$ cat src/lcdnws_pkg.sv
package lcdnws_pkg;

  localparam int EDGE_W     = 10;
  localparam int SETTLE_W   = 12;
  localparam int CLEAR_W    = 16;
  localparam int WAIT_W     = 17;
  localparam int NIB_W      = 4;
  localparam int CFG_IDX_W  = 2;
  localparam int CFG_DATA_W = 16;
  localparam int IN_TDATA_W  = 24;
  localparam int OUT_TDATA_W = 24;
  localparam int STEP_W     = 4;

  localparam logic [2:0] OP_CMD_BYTE  = 3'd0;
  localparam logic [2:0] OP_DATA_BYTE = 3'd1;
  localparam logic [2:0] OP_CMD_HALF  = 3'd2;
  localparam logic [2:0] OP_CHAR_AT   = 3'd3;
  localparam logic [2:0] OP_CLEAR     = 3'd4;

  localparam logic [CFG_IDX_W-1:0] CFG_EDGE   = 2'd0;
  localparam logic [CFG_IDX_W-1:0] CFG_SETTLE = 2'd1;
  localparam logic [CFG_IDX_W-1:0] CFG_CLEAR  = 2'd2;

  localparam logic [EDGE_W-1:0]   EDGE_RST   = 10'd10;
  localparam logic [SETTLE_W-1:0] SETTLE_RST = 12'd150;
  localparam logic [CLEAR_W-1:0]  CLEAR_RST  = 16'd2000;

  localparam logic       SEL_CMD  = 1'b0;
  localparam logic       SEL_DATA = 1'b1;
  localparam logic [7:0] CLEAR_CMD = 8'h01;

  // Last step index of each job kind.
  localparam logic [STEP_W-1:0] HALF_LAST = 4'd3;
  localparam logic [STEP_W-1:0] BYTE_LAST = 4'd6;
  localparam logic [STEP_W-1:0] PAIR_LAST = 4'd13;
  localparam logic [STEP_W-1:0] PAIR_SPLIT = 4'd7;

  typedef enum logic [1:0] {
    KIND_BYTE = 2'd0,
    KIND_HALF = 2'd1,
    KIND_PAIR = 2'd2
  } kind_t;

  typedef struct packed {
    kind_t      kind;
    logic       first_sel;
    logic [7:0] first_b;
    logic [7:0] second_b;
    logic       clear;
  } job_t;

endpackage

$ cat src/lcd_nibble_write_sequencer.sv
// Turns each write request into the run of pin phases for a character LCD on a 4-bit
// bus: a command or data byte gives seven phases, a command half-byte four, a clear
// seven with the clear wait added to its last phase, and a character at a position
// fourteen. The sequencer puts out one phase per cycle whenever the result side takes
// it; this phase sequencer is what sets the rate. The input side takes a new request
// in every cycle while the request queue between the decoder and the sequencer has
// room, and unused op codes are taken and dropped without any phase. The user must
// write configuration only while idle; the block itself does not enforce it.
module lcd_nibble_write_sequencer #(
  parameter int QUEUE_DEPTH = 4
) (
  input  logic                                  clk,
  input  logic                                  rst_n,
  input  logic                                  in_tvalid,
  output logic                                  in_tready,
  // Fields from bit 0: op[2:0], value[7:0], column[5:0], row, zero fill.
  input  logic [lcdnws_pkg::IN_TDATA_W-1:0]     in_tdata,
  output logic                                  out_tvalid,
  input  logic                                  out_tready,
  // Fields from bit 0: nibble[3:0], enable, wait_us[16:0], zero fill.
  output logic [lcdnws_pkg::OUT_TDATA_W-1:0]    out_tdata,
  // Fields from bit 0: reg_select.
  output logic                                  out_tuser,
  output logic                                  out_tlast,
  input  logic                                  cfg_we,
  input  logic [lcdnws_pkg::CFG_IDX_W-1:0]      cfg_index,
  input  logic [lcdnws_pkg::CFG_DATA_W-1:0]     cfg_wdata
);
  import lcdnws_pkg::*;

  logic [EDGE_W-1:0]   edge_wait_r;
  logic [SETTLE_W-1:0] settle_wait_r;
  logic [CLEAR_W-1:0]  clear_wait_r;

  logic q_full;
  logic q_empty;
  logic push;
  logic pop;
  job_t push_job;
  job_t head_job;

  always_ff @(posedge clk) begin
    if (!rst_n) begin
      edge_wait_r   <= EDGE_RST;
      settle_wait_r <= SETTLE_RST;
      clear_wait_r  <= CLEAR_RST;
    end else if (cfg_we) begin
      case (cfg_index)
        CFG_EDGE:   edge_wait_r   <= cfg_wdata[EDGE_W-1:0];
        CFG_SETTLE: settle_wait_r <= cfg_wdata[SETTLE_W-1:0];
        CFG_CLEAR:  clear_wait_r  <= cfg_wdata[CLEAR_W-1:0];
        default: begin
        end
      endcase
    end
  end

  lcdnws_front u_front (
    .in_tvalid (in_tvalid),
    .in_tready (in_tready),
    .in_tdata  (in_tdata),
    .q_full    (q_full),
    .push      (push),
    .push_job  (push_job)
  );

  lcdnws_queue #(
    .DEPTH (QUEUE_DEPTH)
  ) u_queue (
    .clk      (clk),
    .rst_n    (rst_n),
    .push     (push),
    .push_job (push_job),
    .pop      (pop),
    .head_job (head_job),
    .empty    (q_empty),
    .full     (q_full)
  );

  lcdnws_back u_back (
    .clk         (clk),
    .rst_n       (rst_n),
    .empty       (q_empty),
    .head_job    (head_job),
    .pop         (pop),
    .edge_wait   (edge_wait_r),
    .settle_wait (settle_wait_r),
    .clear_wait  (clear_wait_r),
    .out_tvalid  (out_tvalid),
    .out_tready  (out_tready),
    .out_tdata   (out_tdata),
    .out_tuser   (out_tuser),
    .out_tlast   (out_tlast)
  );

  a_no_overflow: assert property (@(posedge clk) disable iff (!rst_n)
    !(push && q_full))
    else $error("request queue written while full");

  a_no_underflow: assert property (@(posedge clk) disable iff (!rst_n)
    !(pop && q_empty))
    else $error("request queue popped while empty");

  a_last_enable_low: assert property (@(posedge clk) disable iff (!rst_n)
    (out_tvalid && out_tlast) |-> !out_tdata[NIB_W])
    else $error("final phase of a request has enable high");

  a_enable_after_setup: assert property (@(posedge clk) disable iff (!rst_n)
    (out_tvalid && out_tready && out_tdata[NIB_W]) |=>
      (out_tvalid && !out_tdata[NIB_W] &&
       out_tdata[NIB_W-1:0] == $past(out_tdata[NIB_W-1:0])))
    else $error("enable pulse not followed by falling edge on same nibble");

endmodule

$ cat src/lcdnws_front.sv
module lcdnws_front (
  input  logic                              in_tvalid,
  output logic                              in_tready,
  input  logic [lcdnws_pkg::IN_TDATA_W-1:0] in_tdata,
  input  logic                              q_full,
  output logic                              push,
  output lcdnws_pkg::job_t                  push_job
);
  import lcdnws_pkg::*;

  logic [2:0] op;
  logic [7:0] value;
  logic [5:0] column;
  logic       row;
  logic       known;

  assign op     = in_tdata[2:0];
  assign value  = in_tdata[10:3];
  assign column = in_tdata[16:11];
  assign row    = in_tdata[17];

  always_comb begin
    known = 1'b1;
    push_job.kind = KIND_BYTE;
    push_job.first_sel = SEL_CMD;
    push_job.first_b = value;
    push_job.second_b = value;
    push_job.clear = 1'b0;
    unique case (op)
      OP_CMD_BYTE: begin
      end
      OP_DATA_BYTE: begin
        push_job.first_sel = SEL_DATA;
      end
      OP_CMD_HALF: begin
        push_job.kind = KIND_HALF;
        push_job.first_b = {4'd0, value[3:0]};
      end
      OP_CHAR_AT: begin
        push_job.kind = KIND_PAIR;
        push_job.first_b = {1'b1, row, column};
      end
      OP_CLEAR: begin
        push_job.first_b = CLEAR_CMD;
        push_job.clear = 1'b1;
      end
      default: begin
        known = 1'b0;
      end
    endcase
  end

  assign in_tready = !q_full;
  assign push      = in_tvalid && !q_full && known;

endmodule

$ cat src/lcdnws_queue.sv
module lcdnws_queue #(
  parameter int DEPTH = 4
) (
  input  logic              clk,
  input  logic              rst_n,
  input  logic              push,
  input  lcdnws_pkg::job_t  push_job,
  input  logic              pop,
  output lcdnws_pkg::job_t  head_job,
  output logic              empty,
  output logic              full
);
  import lcdnws_pkg::*;

  localparam int PTR_W = (DEPTH > 1) ? $clog2(DEPTH) : 1;
  localparam int CNT_W = $clog2(DEPTH + 1);

  job_t             mem_r [DEPTH];
  logic [PTR_W-1:0] wr_ptr_r, wr_ptr_nxt;
  logic [PTR_W-1:0] rd_ptr_r, rd_ptr_nxt;
  logic [CNT_W-1:0] count_r, count_nxt;

  assign empty    = (count_r == '0);
  assign full     = (count_r == CNT_W'(DEPTH));
  assign head_job = mem_r[rd_ptr_r];

  always_comb begin
    wr_ptr_nxt = wr_ptr_r;
    rd_ptr_nxt = rd_ptr_r;
    count_nxt  = count_r;
    if (push) begin
      wr_ptr_nxt = (wr_ptr_r == PTR_W'(DEPTH - 1)) ? '0 : wr_ptr_r + 1'b1;
    end
    if (pop) begin
      rd_ptr_nxt = (rd_ptr_r == PTR_W'(DEPTH - 1)) ? '0 : rd_ptr_r + 1'b1;
    end
    if (push && !pop) begin
      count_nxt = count_r + 1'b1;
    end else if (pop && !push) begin
      count_nxt = count_r - 1'b1;
    end
  end

  always_ff @(posedge clk) begin
    if (!rst_n) begin
      wr_ptr_r <= '0;
      rd_ptr_r <= '0;
      count_r  <= '0;
    end else begin
      wr_ptr_r <= wr_ptr_nxt;
      rd_ptr_r <= rd_ptr_nxt;
      count_r  <= count_nxt;
    end
  end

  always_ff @(posedge clk) begin
    if (push) begin
      mem_r[wr_ptr_r] <= push_job;
    end
  end

endmodule

$ cat src/lcdnws_back.sv
module lcdnws_back (
  input  logic                               clk,
  input  logic                               rst_n,
  input  logic                               empty,
  input  lcdnws_pkg::job_t                   head_job,
  output logic                               pop,
  input  logic [lcdnws_pkg::EDGE_W-1:0]      edge_wait,
  input  logic [lcdnws_pkg::SETTLE_W-1:0]    settle_wait,
  input  logic [lcdnws_pkg::CLEAR_W-1:0]     clear_wait,
  output logic                               out_tvalid,
  input  logic                               out_tready,
  output logic [lcdnws_pkg::OUT_TDATA_W-1:0] out_tdata,
  output logic                               out_tuser,
  output logic                               out_tlast
);
  import lcdnws_pkg::*;

  logic [STEP_W-1:0] step_r, step_nxt;
  logic [NIB_W-1:0]  held_nib_r;
  logic              out_valid_r;
  logic              out_sel_r;
  logic [NIB_W-1:0]  out_nib_r;
  logic              out_en_r;
  logic [WAIT_W-1:0] out_wait_r;
  logic              out_last_r;

  logic              advance;
  logic              second;
  logic [2:0]        j;
  logic [7:0]        cur_b;
  logic              sel;
  logic [NIB_W-1:0]  nib;
  logic              en;
  logic [WAIT_W-1:0] wait_v;
  logic              is_final;
  logic [WAIT_W-1:0] e_ext;
  logic [WAIT_W-1:0] es_sum;

  assign advance = !empty && (!out_valid_r || out_tready);
  assign pop     = advance && is_final;
  assign e_ext   = WAIT_W'(edge_wait);
  assign es_sum  = e_ext + WAIT_W'(settle_wait);

  always_comb begin
    second = (head_job.kind == KIND_PAIR) && (step_r >= PAIR_SPLIT);
    j      = second ? 3'(step_r - PAIR_SPLIT) : step_r[2:0];
    cur_b  = second ? head_job.second_b : head_job.first_b;
    sel    = second ? SEL_DATA : head_job.first_sel;
    unique case (head_job.kind)
      KIND_HALF: is_final = (step_r == HALF_LAST);
      KIND_BYTE: is_final = (step_r == BYTE_LAST);
      KIND_PAIR: is_final = (step_r == PAIR_LAST);
      default:   is_final = 1'b1;
    endcase
    if (head_job.kind == KIND_HALF) begin
      nib    = (j == 3'd0) ? held_nib_r : cur_b[3:0];
      en     = (j == 3'd2);
      wait_v = (j == 3'd0) ? WAIT_W'(settle_wait) : e_ext;
    end else begin
      case (j) inside
        3'd0:                 nib = held_nib_r;
        3'd1, 3'd2, 3'd3:     nib = cur_b[7:4];
        default:              nib = cur_b[3:0];
      endcase
      en     = (j == 3'd2) || (j == 3'd5);
      wait_v = ((j == 3'd3) || (j == 3'd6)) ? es_sum : e_ext;
      if (is_final && head_job.clear) begin
        wait_v = es_sum + WAIT_W'(clear_wait);
      end
    end
    step_nxt = is_final ? '0 : step_r + 1'b1;
  end

  always_ff @(posedge clk) begin
    if (!rst_n) begin
      step_r      <= '0;
      held_nib_r  <= '0;
      out_valid_r <= 1'b0;
    end else begin
      if (advance) begin
        step_r      <= step_nxt;
        held_nib_r  <= nib;
        out_valid_r <= 1'b1;
      end else if (out_tready) begin
        out_valid_r <= 1'b0;
      end
    end
  end

  always_ff @(posedge clk) begin
    if (advance) begin
      out_sel_r  <= sel;
      out_nib_r  <= nib;
      out_en_r   <= en;
      out_wait_r <= wait_v;
      out_last_r <= is_final;
    end
  end

  assign out_tvalid = out_valid_r;
  assign out_tdata  = {2'b00, out_wait_r, out_en_r, out_nib_r};
  assign out_tuser  = out_sel_r;
  assign out_tlast  = out_last_r;

endmodule
$ cat config.mk
export PLATFORM = sky130hd
export DESIGN_NAME = lcd_nibble_write_sequencer
export DESIGN_NICKNAME = d
export VERILOG_FILES = /design/src/lcdnws_pkg.sv /design/src/lcd_nibble_write_sequencer.sv /design/src/lcdnws_front.sv /design/src/lcdnws_queue.sv /design/src/lcdnws_back.sv
export SDC_FILE = /design/constraint.sdc
export NUM_CORES = 1
export LEC_CHECK = 0
export ABC_CLOCK_PERIOD_IN_PS = 4290
export BUFFER_PORTS_ARGS = -buffer_cell sky130_fd_sc_hd__buf_2
export CORE_MARGIN = 1
export CORE_UTILIZATION = 25
export CTS_BUF_LIST = sky130_fd_sc_hd__clkbuf_4 sky130_fd_sc_hd__clkbuf_8
export DETAILED_ROUTE_END_ITERATION = 12
export PLACE_DENSITY = 0.44
export SLEW_MARGIN = 10
export SYNTH_ARGS = -nofsm -noshare
export SYNTH_HDL_FRONTEND = slang
export SYNTH_SLANG_ARGS = --single-unit
$ cat constraint.sdc
create_clock -name clk -period 4.29 [get_ports clk]
set_clock_uncertainty 0.1 [all_clocks]
set_input_delay 0.858 -clock clk [delete_from_list [all_inputs] [get_ports clk]]
set_output_delay 0.858 -clock clk [all_outputs]
set_load 0.005 [all_outputs]
; ---- Word level (Yosys, flattened, before mapping)
; Memory sizes are Yosys's and may differ from the RTL's. A register that Yosys moved wholly into a read port is not among the register bits.
; Index checks and enable logic that the tools add are counted.
[classes]
add_sub_neg = 8
magnitude_cmp = 1
n_eq_ne = 19
mux = 28
n_reduce_logical = 28
[op_table]
columns = op, n
row1 = $mux W17, 3
row2 = $pmux W8 S3, 1
row3 = $mux W4, 5
row4 = $add A17 B16 Y17, 1
row5 = $add A10 B12 Y13, 1
row6 = $eq A3 B2 Y1 const B, 4
row7 = $eq A3 B3 Y1 const B, 4
row8 = $mux W12, 1
row9 = $logic_not A3 Y1, 3
row10 = $mux W3, 3
row11 = $eq A2 B2 Y1 const B, 4
row12 = $logic_and A1 B1 Y1, 8
row13 = $mux W1, 8
row14 = $mux W2, 4
row15 = $mux W8, 1
row16 = $eq A3 B1 Y1 const B, 2
row17 = $reduce_and A2 Y1, 3
row18 = $logic_not A1 Y1, 5
row19 = $reduce_or A5 Y1, 1
row20 = $add A2 B1 Y2 const B, 2
row21 = $add A4 B1 Y4 const B, 1
row22 = $eq A2 B1 Y1 const B, 2
row23 = $eq A4 B2 Y1 const B, 1
row24 = $eq A4 B3 Y1 const B, 1
row25 = 11 further kinds, 15
[totals]
register_bits = 78
mem_bits_rw = 80
out_inout_bits = 28
memories = 1
[memory_table]
columns = name, words, width, rd, rd_ports_with_merged_regs, wr, line_no
row1 = u_queue.mem_r, 4, 20, 1, 1, 1, lcdnws_queue.sv:18  ; job_t mem_r [DEPTH];

; ---- Depth between registers and ports, before layout
; Gate-level depths: netlist of run 1.
[depth]
word_depth = 8
mapped_depth = 17
ltp_nobuf = 16

; ---- Hierarchy
; Synthesis of run 1 repeated with hierarchy kept, for this count alone.
[unflattened]
cells_unflattened = 722
hier_area_um2 = 8524.4
[modules_own_cells]
columns = module, instances, cells_per_inst, area_each_um2
row1 = lcdnws_queue, 1, 148, 3343.2
row2 = lcdnws_back, 1, 369, 3326.9
row3 = lcd_nibble_write_sequencer, 1, 156, 1564.0
row4 = lcdnws_front, 1, 49, 290.3

; ---- Least setup slack after synthesis of run 1
; OpenSTA, ideal clock, no wires.
[synth_path]
path_type = reg-to-reg
from = reg edge_wait_r[0]
to = reg u_back.out_wait_r[13], data pin
t_arrival_ns = 3.254
required_ns = 3.913
path_slack_ns = 0.659
path_stages_with_launch = 18
period_less_slack_ns = 3.631
path_cell_list = dfxtp_1 > ha_1 > inv_1 > fa_1 > nor2b_1 > o311ai_0 > a31oi_1 > a21o_1 > a21oi_1 > xnor2_1 > ha_1 > clkbuf_1 > nand4_1 > a211oi_1 > o21ai_0 > a21boi_0 > o21a_1 > nor3_1
[synth_via]
elab_chain_cells = 4
[synth_rtl]
columns = item, line_no
row1 = from (decl), lcd_nibble_write_sequencer.sv:31  ; logic [EDGE_W-1:0] edge_wait_r;
row2 = from (signal assigned), lcd_nibble_write_sequencer.sv:49  ; CFG_EDGE: edge_wait_r <= cfg_wdata[EDGE_W-1:0];
row3 = $add A10 B12 Y13, lcdnws_back.sv:42  ; assign es_sum = e_ext + WAIT_W'(settle_wait);
row4 = $add A17 B16 Y17, lcdnws_back.sv:68  ; wait_v = es_sum + WAIT_W'(clear_wait);
row5 = $mux W17, lcdnws_back.sv:67  ; if (is_final && head_job.clear) begin
row6 = $mux W17, lcdnws_back.sv:55  ; if (head_job.kind == KIND_HALF) begin
row7 = to (signal assigned), lcdnws_back.sv:95  ; out_wait_r <= wait_v;
row8 = to (decl), lcdnws_back.sv:24  ; logic [WAIT_W-1:0] out_wait_r;
; Every way passes these cells.
; A chain may end at the register's enable or synchronous reset.

; ---- Worst setup path after layout of run 1
; Same ends and word-level chain as after synthesis.

==> results of run 1 <==
[Yosys cell counts, types with 5 or more instances]
cell / count / share of area [%]
edfxtp_1: 104 / 38
nand2_1: 83 / 3.8
a21oi_1: 58 / 3.5
dfxtp_1: 56 / 14
nor2_1: 51 / 2.3
ha_1: 33 / 5.0
mux4_2: 21 / 5.8
clkbuf_1: 20 / 0.91
inv_1: 20 / 0.91
mux2i_1: 20 / 2.4
nand3_1: 18 / 1.1
o21ai_0: 16 / 0.98
xnor2_1: 15 / 1.6
nand2b_1: 12 / 0.91
nor3_1: 11 / 0.67
a22o_1: 10 / 1.1
and2_1: 8 / 0.61
nor2b_1: 8 / 0.61
o211ai_1: 8 / 0.73
a21o_1: 7 / 0.64
mux2_2: 7 / 0.96
o22ai_1: 7 / 0.53
xor2_1: 7 / 0.75
a211oi_1: 6 / 0.55
a31oi_1: 6 / 0.46
nand4_1: 5 / 0.38
or2_2: 5 / 0.38
[layout by cell type (no fill, tap or decap), types with 4 or more instances in the layout]
master,count
xnor2_1,15
ha_1,33
and3_1,4
buf_4,18
inv_1,20
nand3b_1,4
xor2_1,7
and2_1,8
a22o_1,10
a21oi_1,58
clkbuf_8,17
a21o_1,7
nand2b_1,12
or2_2,5
dfxtp_1,56
o211ai_1,8
clkinv_8,5
nand3_1,18
o21ai_0,16
a31oi_1,6
nor3_1,11
nand2_1,83
o22ai_1,7
a211oi_1,5
nand4_1,5
edfxtp_1,104
mux2i_1,20
nor2_1,51
mux4_2,21
nor2b_1,8
buf_2,66
mux2_2,7
inv_8,4
[cell type report]
class,count,area [um2]
fill,3357,23000
multi-input combinational,498,3690
tap,442,553
sequential,160,4240
clock buffer,17,234
clock inverter,15,186
inverter,21,78.8
timing repair buffer,84,465
[power groups by stage]
stage	registers [uW]	clock network (uW)	logic, uW
floorplan	2070	0	946
global placement	2090	0	1370
detailed placement	2090	0	1380
CTS	2060	1200	1380
global route	2080	1260	1510
finish	2050	1160	1350
[registers in the layout (all words and copies together) (netlist names), 2 cells and up, named ones only]
register	cells
settle_wait_r	12
u_back.held_nib_r	4
clear_wait_r	16
u_queue.wr_ptr_r	2
edge_wait_r	10
u_queue.rd_ptr_r	2
u_back.out_wait_r	17
u_queue.mem_r	80
u_back.step_r	4
u_back.out_nib_r	4
u_queue.count_r	3
[per-stage QoR]
| step | std cells | total power (uW) | worst slack, ps |
|---|---|---|---|
| 2_1_floorplan | 713 | 3020 | 659 |
| 3_3_place_gp | 1205 | 3460 | 281 |
| 4_1_cts | 1237 | 4650 | 217 |
| 6_report | 1237 | 4560 | 344 |
| 3_5_place_dp | 1205 | 3470 | 265 |
| 5_1_grt | 1237 | 4850 | 8.98 |
[per-layer routing]
metal | GRT usage (%) | vias to the layer above | part of all wire [%]
li1 | - | 2799 | -
met1 | 16.5 | 2696 | 47
met2 | 21.4 | 102 | 49
met3 | 2.66 | 9 | 3.5
met4 | 3.97 | 0 | 0.81
met5 | 0 | - | 0
[timing repair]
action / in CTS / in global routing
endpoints found under the setup margin: 0 / 3
resized for setup: 0 / 1
hold buffers: 0 / 0
[critical path: stages (launching register included)]
cell	delay (ps)
dfxtp_1	380
ha_1	190
inv_1	60
fa_1	400
nor2b_1	180
o311ai_0	130
buf_4	160
a31oi_1	250
a21o_1	160
a21oi_1	90
xnor2_1	160
ha_1	420
nand4_1	140
a211oi_2	240
o21ai_0	170
a21boi_0	270
o21a_1	140
nor3_1	40
[worst paths after layout]
| path | start | endpoint | slack (ps) | depth (start not counted) |
|---|---|---|---|---|
| max | edge_wait_r[0]$_SDFFE_PN0P_ | u_back.out_wait_r[13]$_SDFFCE_PP0P_ | 340 | 17 |
| min | clear_wait_r[5]$_SDFFE_PN0P_ | clear_wait_r[5]$_SDFFE_PN0P_ | 370 | 2 |
| max reg2reg | edge_wait_r[0]$_SDFFE_PN0P_ | u_back.out_wait_r[13]$_SDFFCE_PP0P_ | 340 | 17 |
| min reg2reg | clear_wait_r[5]$_SDFFE_PN0P_ | clear_wait_r[5]$_SDFFE_PN0P_ | 370 | 2 |
[cells by family after synthesis]
logic type	count (synthesis)
buffers and inverters	55
DFF	160
AOI/OAI and AO/OA	155
other	1
adders and majority gates	36
and+or+nand+nor	232
muxes	51
xor gates and xnor gates	22
==> impl_results.md, run 1 <==
- I/O pins: 75
- Largest net degree at the start of global routing: 29
- Slew Limit Fails: 0
- Std cell rows: 66
- Main combinational cell family by area after synthesis: simple AND/OR/NAND/NOR gates
- Worst Path Required: 4420 ps
- Async S/R FF share, synth: 0%
- Post-DP Area: 9030 um2
- YS warnings: 0
- Number of global-route vias before repair: 5,526
- Detailed placement HPWL: 14.6 mm
- Initial Util: 25.3%
- Share of layout cells above drive strength 1: 21.0%
- Post-synth EDFFs: 104
- Sw Ratio: 35.2%
- Min-delay worst type: reg -> reg
- Post-synthesis adder-cell area fraction: 5.76%
- Relative slew margins: 36.2%
- Sequential share of power: 45.0%
- Final Core Density: 29.1%
- Total CTS buffers: 17
- Nets@finish: 865
- Die Span Y: 183 um
- GP Congestion: 0.805
- Sw power: 1610 uW
- Placeable Area: 32,500 um2
- Leak Pwr: 0.00347 uW
- Synth Area in Compound Gates: 12.7%
- Worst hold slack: 372 ps
- Status: completed
- Data arrival time of the worst path: 4070 ps
- XOR/XNOR share of the synthesized area: 2.35%
- Final hold violations: 0
- Reg clk slew, reported paths: 100 ps
- Seq cells post-synth: 160
- Synthesized cell area: 8210 um2
- Detail Route Antenna Nets: 0
- Initial antenna violation count: 0
- Clock buffer depth: 2
- Port buffer count: 66
- Logic gate share of total power: 29.6%
- Die ar.: 33,600 um2
- Mux share of post-synthesis cell area: 10.1%
- Mean post-synth cell area: 11.5 um2
- Cell count after synthesis: 712
- Initial DRC count: 252
- Ys flop type: edfxtp_1
- Seq/Total Area, Yosys: 51.7%
- Root Driver: clkbuf_8
- Fin Setup TNS: 0 ps
- Pwr dens: 482 nW/um2
- Average vias per placed instance: 4.53
- H-tree depth: 4
- Area added between synthesis and finish: 15.1%
- Num Clock Sinks: 160
- MaxCap Viol Count: 0
- Tcrit/Tclk final: 92.0%
- CP max FO: 7
- TritonRoute pass-1 iters: 4
- GRT Overall Usage: 12.8%
- Overflow after GRT: 0
- Netlist cell types: 73
- DRC errors left: 0
- CP Capture Type: register
- Clock power frac: 25.4%
- Post-CTS Setup Bufs: 0
- Fmax achieved: 0.253 GHz
- TritonCTS clock tree: yes
- Simple-gate share of the synthesized area: 13.8%
- RSZ-0062 raised after global routing: false
- Via count: 5,606
- Int Power: 2950 uW
- Min Clock Period, post-route: 3950 ps
- Slew @ Worst Pin: 954 ps
- Wire length per cell: 16.6 um
- Peak supply drop: 0.276 mV
- Critical Path Source Type: register
- Setup Viol. Count Final: 0
- First-pass GRT wire length: 32.1 mm
- Setup Crit Path Kind: reg -> reg
- Skew-Pair Late Insertion Delay: 490 ps
- Fin area: 9450 um2
- Inserted Diodes: 0
- Chip width: 183 um
- Total Wirelength: 20.6 mm
Power figures use the tool's default switching activity.
==> run 2: changes to the inputs <==
--- a/config.mk
+++ b/config.mk
@@ -11,7 +11,7 @@
 export CORE_UTILIZATION = 25
 export CTS_BUF_LIST = sky130_fd_sc_hd__clkbuf_4 sky130_fd_sc_hd__clkbuf_8
 export DETAILED_ROUTE_END_ITERATION = 12
-export PLACE_DENSITY = 0.44
+export PLACE_DENSITY = 0.42
 export SLEW_MARGIN = 10
 export SYNTH_ARGS = -nofsm -noshare
 export SYNTH_HDL_FRONTEND = slang
==> run 2 against run 1 <==
Effect of this change:
- sequential power barely moved
- cell area barely moved
- power rose by 1.3%
- sequential share of layout area barely moved
- hold slack barely moved
- register-to-register slack got worse by 60 ps
- setup slack got worse by 62 ps
- combinational power barely moved
- critical path type unchanged
- largest cell class unchanged
==> impl_results.md, run 2 (same netlist as run 1, synthesis figures left out) <==
- Status: completed
- Detail Route Antenna Nets: 0
- Critical-path cell list: ha_1 -> inv_1 -> fa_1 -> nor2b_1 -> o311ai_0 -> buf_4 -> a31oi_1 -> a21o_1 -> a21oi_1 -> xnor2_1 -> ha_1 -> buf_4 -> nand3_1 -> nand2_1 -> or3_1 -> and3_1 -> a221o_1
- Average vias per placed instance: 4.59
- Slew @ Worst Pin: 912 ps
- Fin area: 9460 um2
- MaxCap Viol Count: 0
- Port buffer count: 66
- Leak Pwr: 0.00347 uW
- Inserted Diodes: 0
- Num Clock Sinks: 160
- Critical Path Source Type: register
- Initial Util: 25.3%
- Die ar.: 33,600 um2
- Fillers: 3,371
- TritonRoute pass-1 iters: 6
- Pwr dens: 488 nW/um2
- Final std cells w/o fill: 1,235
- Setup Viol. Count Final: 0
- Biggest regs: u_queue.mem_r x80, u_back.out_wait_r x17, clear_wait_r x16
- Relative slew margins: 39.0%
- Overflow after GRT: 0
- Clock buffer depth: 2
- Initial antenna violation count: 0
- Placeable Area: 32,500 um2
- Peak supply drop: 0.212 mV
- First-pass GRT wire length: 32.4 mm
- Nets@finish: 863
- Final hold violations: 0
- CP Capture Type: register
- Post-CTS Setup Bufs: 0
- Tcrit/Tclk final: 93.4%
- Inst Count DP: 1,203
- Total Wirelength: 20.8 mm
- Min Clock Period, post-route: 4010 ps
- Wire length per cell: 16.9 um
- Skew-Pair Late Insertion Delay: 490 ps
- TritonCTS clock tree: yes
- Die Span Y: 183 um
- Initial DRC count: 363
- Top reg by flops: u_queue.mem_r
- Fin Setup TNS: 0 ps
- DRC errors left: 0
- Critical path's slowest cell: fa_1
- Root Driver: clkbuf_8
- Number of global-route vias before repair: 5,561
- Area of the multi-input gates: 3690 um2
- RSZ-0062 raised after global routing: false
- Std cell rows: 66
- Post-DP Area: 9010 um2
- Place WS: 312 ps
- CP max FO: 6
- Max FFs per register: 80
- Area added between synthesis and finish: 15.2%
- Share of layout cells above drive strength 1: 20.8%
- Detailed placement HPWL: 14.5 mm
- Data arrival time of the worst path: 4120 ps
- I/O pins: 75
- CTS hold repair buffers: 0
- GP Congestion: 0.793
- GRT Overall Usage: 12.9%
- Reg clk slew, reported paths: 100 ps
- Total CTS buffers: 17
- Worst Path Required: 4400 ps
- H-tree depth: 4
- Most frequent cells in the layout: edfxtp_1 (104), nand2_1 (83), buf_2 (66)
- Commonest non-fill, non-tap cell in the layout: edfxtp_1
- Fmax achieved: 0.249 GHz
- Register Area: 4240 um2
- Post-CTS sizing: 0
- Min-delay worst type: reg -> reg
- Slew Limit Fails: 0
- Largest net degree at the start of global routing: 34
- Via count: 5,668
- Setup Crit Path Kind: reg -> reg
- Chip width: 183 um
- Critical Path Max Stage Delay: 400 ps
- Final worst slack: 281 ps
-- run 2: cell types whose count changed in the layout (fill, tap and decap cells not counted), sizes merged --
cell	previous run	this run
buf	84	82
bufinv	0	1
clkinv	9	8
-- run 2: where the power goes --
group | switching [uW] | internal (uW)
logic | 821 | 563
clock network | 692 | 508
registers | 92.1 | 1940
total | 1600 | 3010
-- run 2: metal layers --
metal  GRT usage, %  part of all wire (%)  up-vias
met5              0                     0        -
met4           4.23                   1.4        0
met3           2.70                   3.4       15
met2           20.9                    47      109
met1           17.2                    48     2738
li1               -                     -     2806
-- run 2: final cells by class --
class,count,area share [%]
inverters,21,0.833
repair buffers,82,4.76
clock inverters,15,2.20
multi-input cells,498,39.0
well taps,442,5.85
flip-flops and latches,160,44.9
clock buffers,17,2.47
-- run 2: path summary, 6_finish.rpt --
path                           startpoint                              end  slack [ps]  cells after the start
max reg2reg   edge_wait_r[0]$_SDFFE_PN0P_  u_back.out_wait_r[11]$_DFFE_PP_         280                     17
min reg2reg  clear_wait_r[5]$_SDFFE_PN0P_     clear_wait_r[5]$_SDFFE_PN0P_         370                      2
max           edge_wait_r[0]$_SDFFE_PN0P_  u_back.out_wait_r[11]$_DFFE_PP_         280                     17
min          clear_wait_r[5]$_SDFFE_PN0P_     clear_wait_r[5]$_SDFFE_PN0P_         370                      2
-- run 2: critical path, delay by kind of cell, from the launching register on --
family | cells | cell delay (ps)
adders and majority gates | 3 | 900
AOI/OAI and AO/OA | 5 | 950
buffers and inverters | 3 | 390
DFF | 1 | 380
xor gates and xnor gates | 1 | 230
and+or+nand+nor | 5 | 800
-- run 2: stage by stage --
| stage | util (%) | power [uW] | hold slack (ps) |
|---|---|---|---|
| 2_1_floorplan | - | 3020 | 338 |
| 3_3_place_gp | 27.8 | 3470 | 355 |
| 3_5_place_dp | 27.8 | 3480 | 359 |
| 4_1_cts | 29.1 | 4700 | 375 |
| 5_1_grt | 29.1 | 4900 | 392 |
| 6_report | 29.1 | 4620 | 372 |
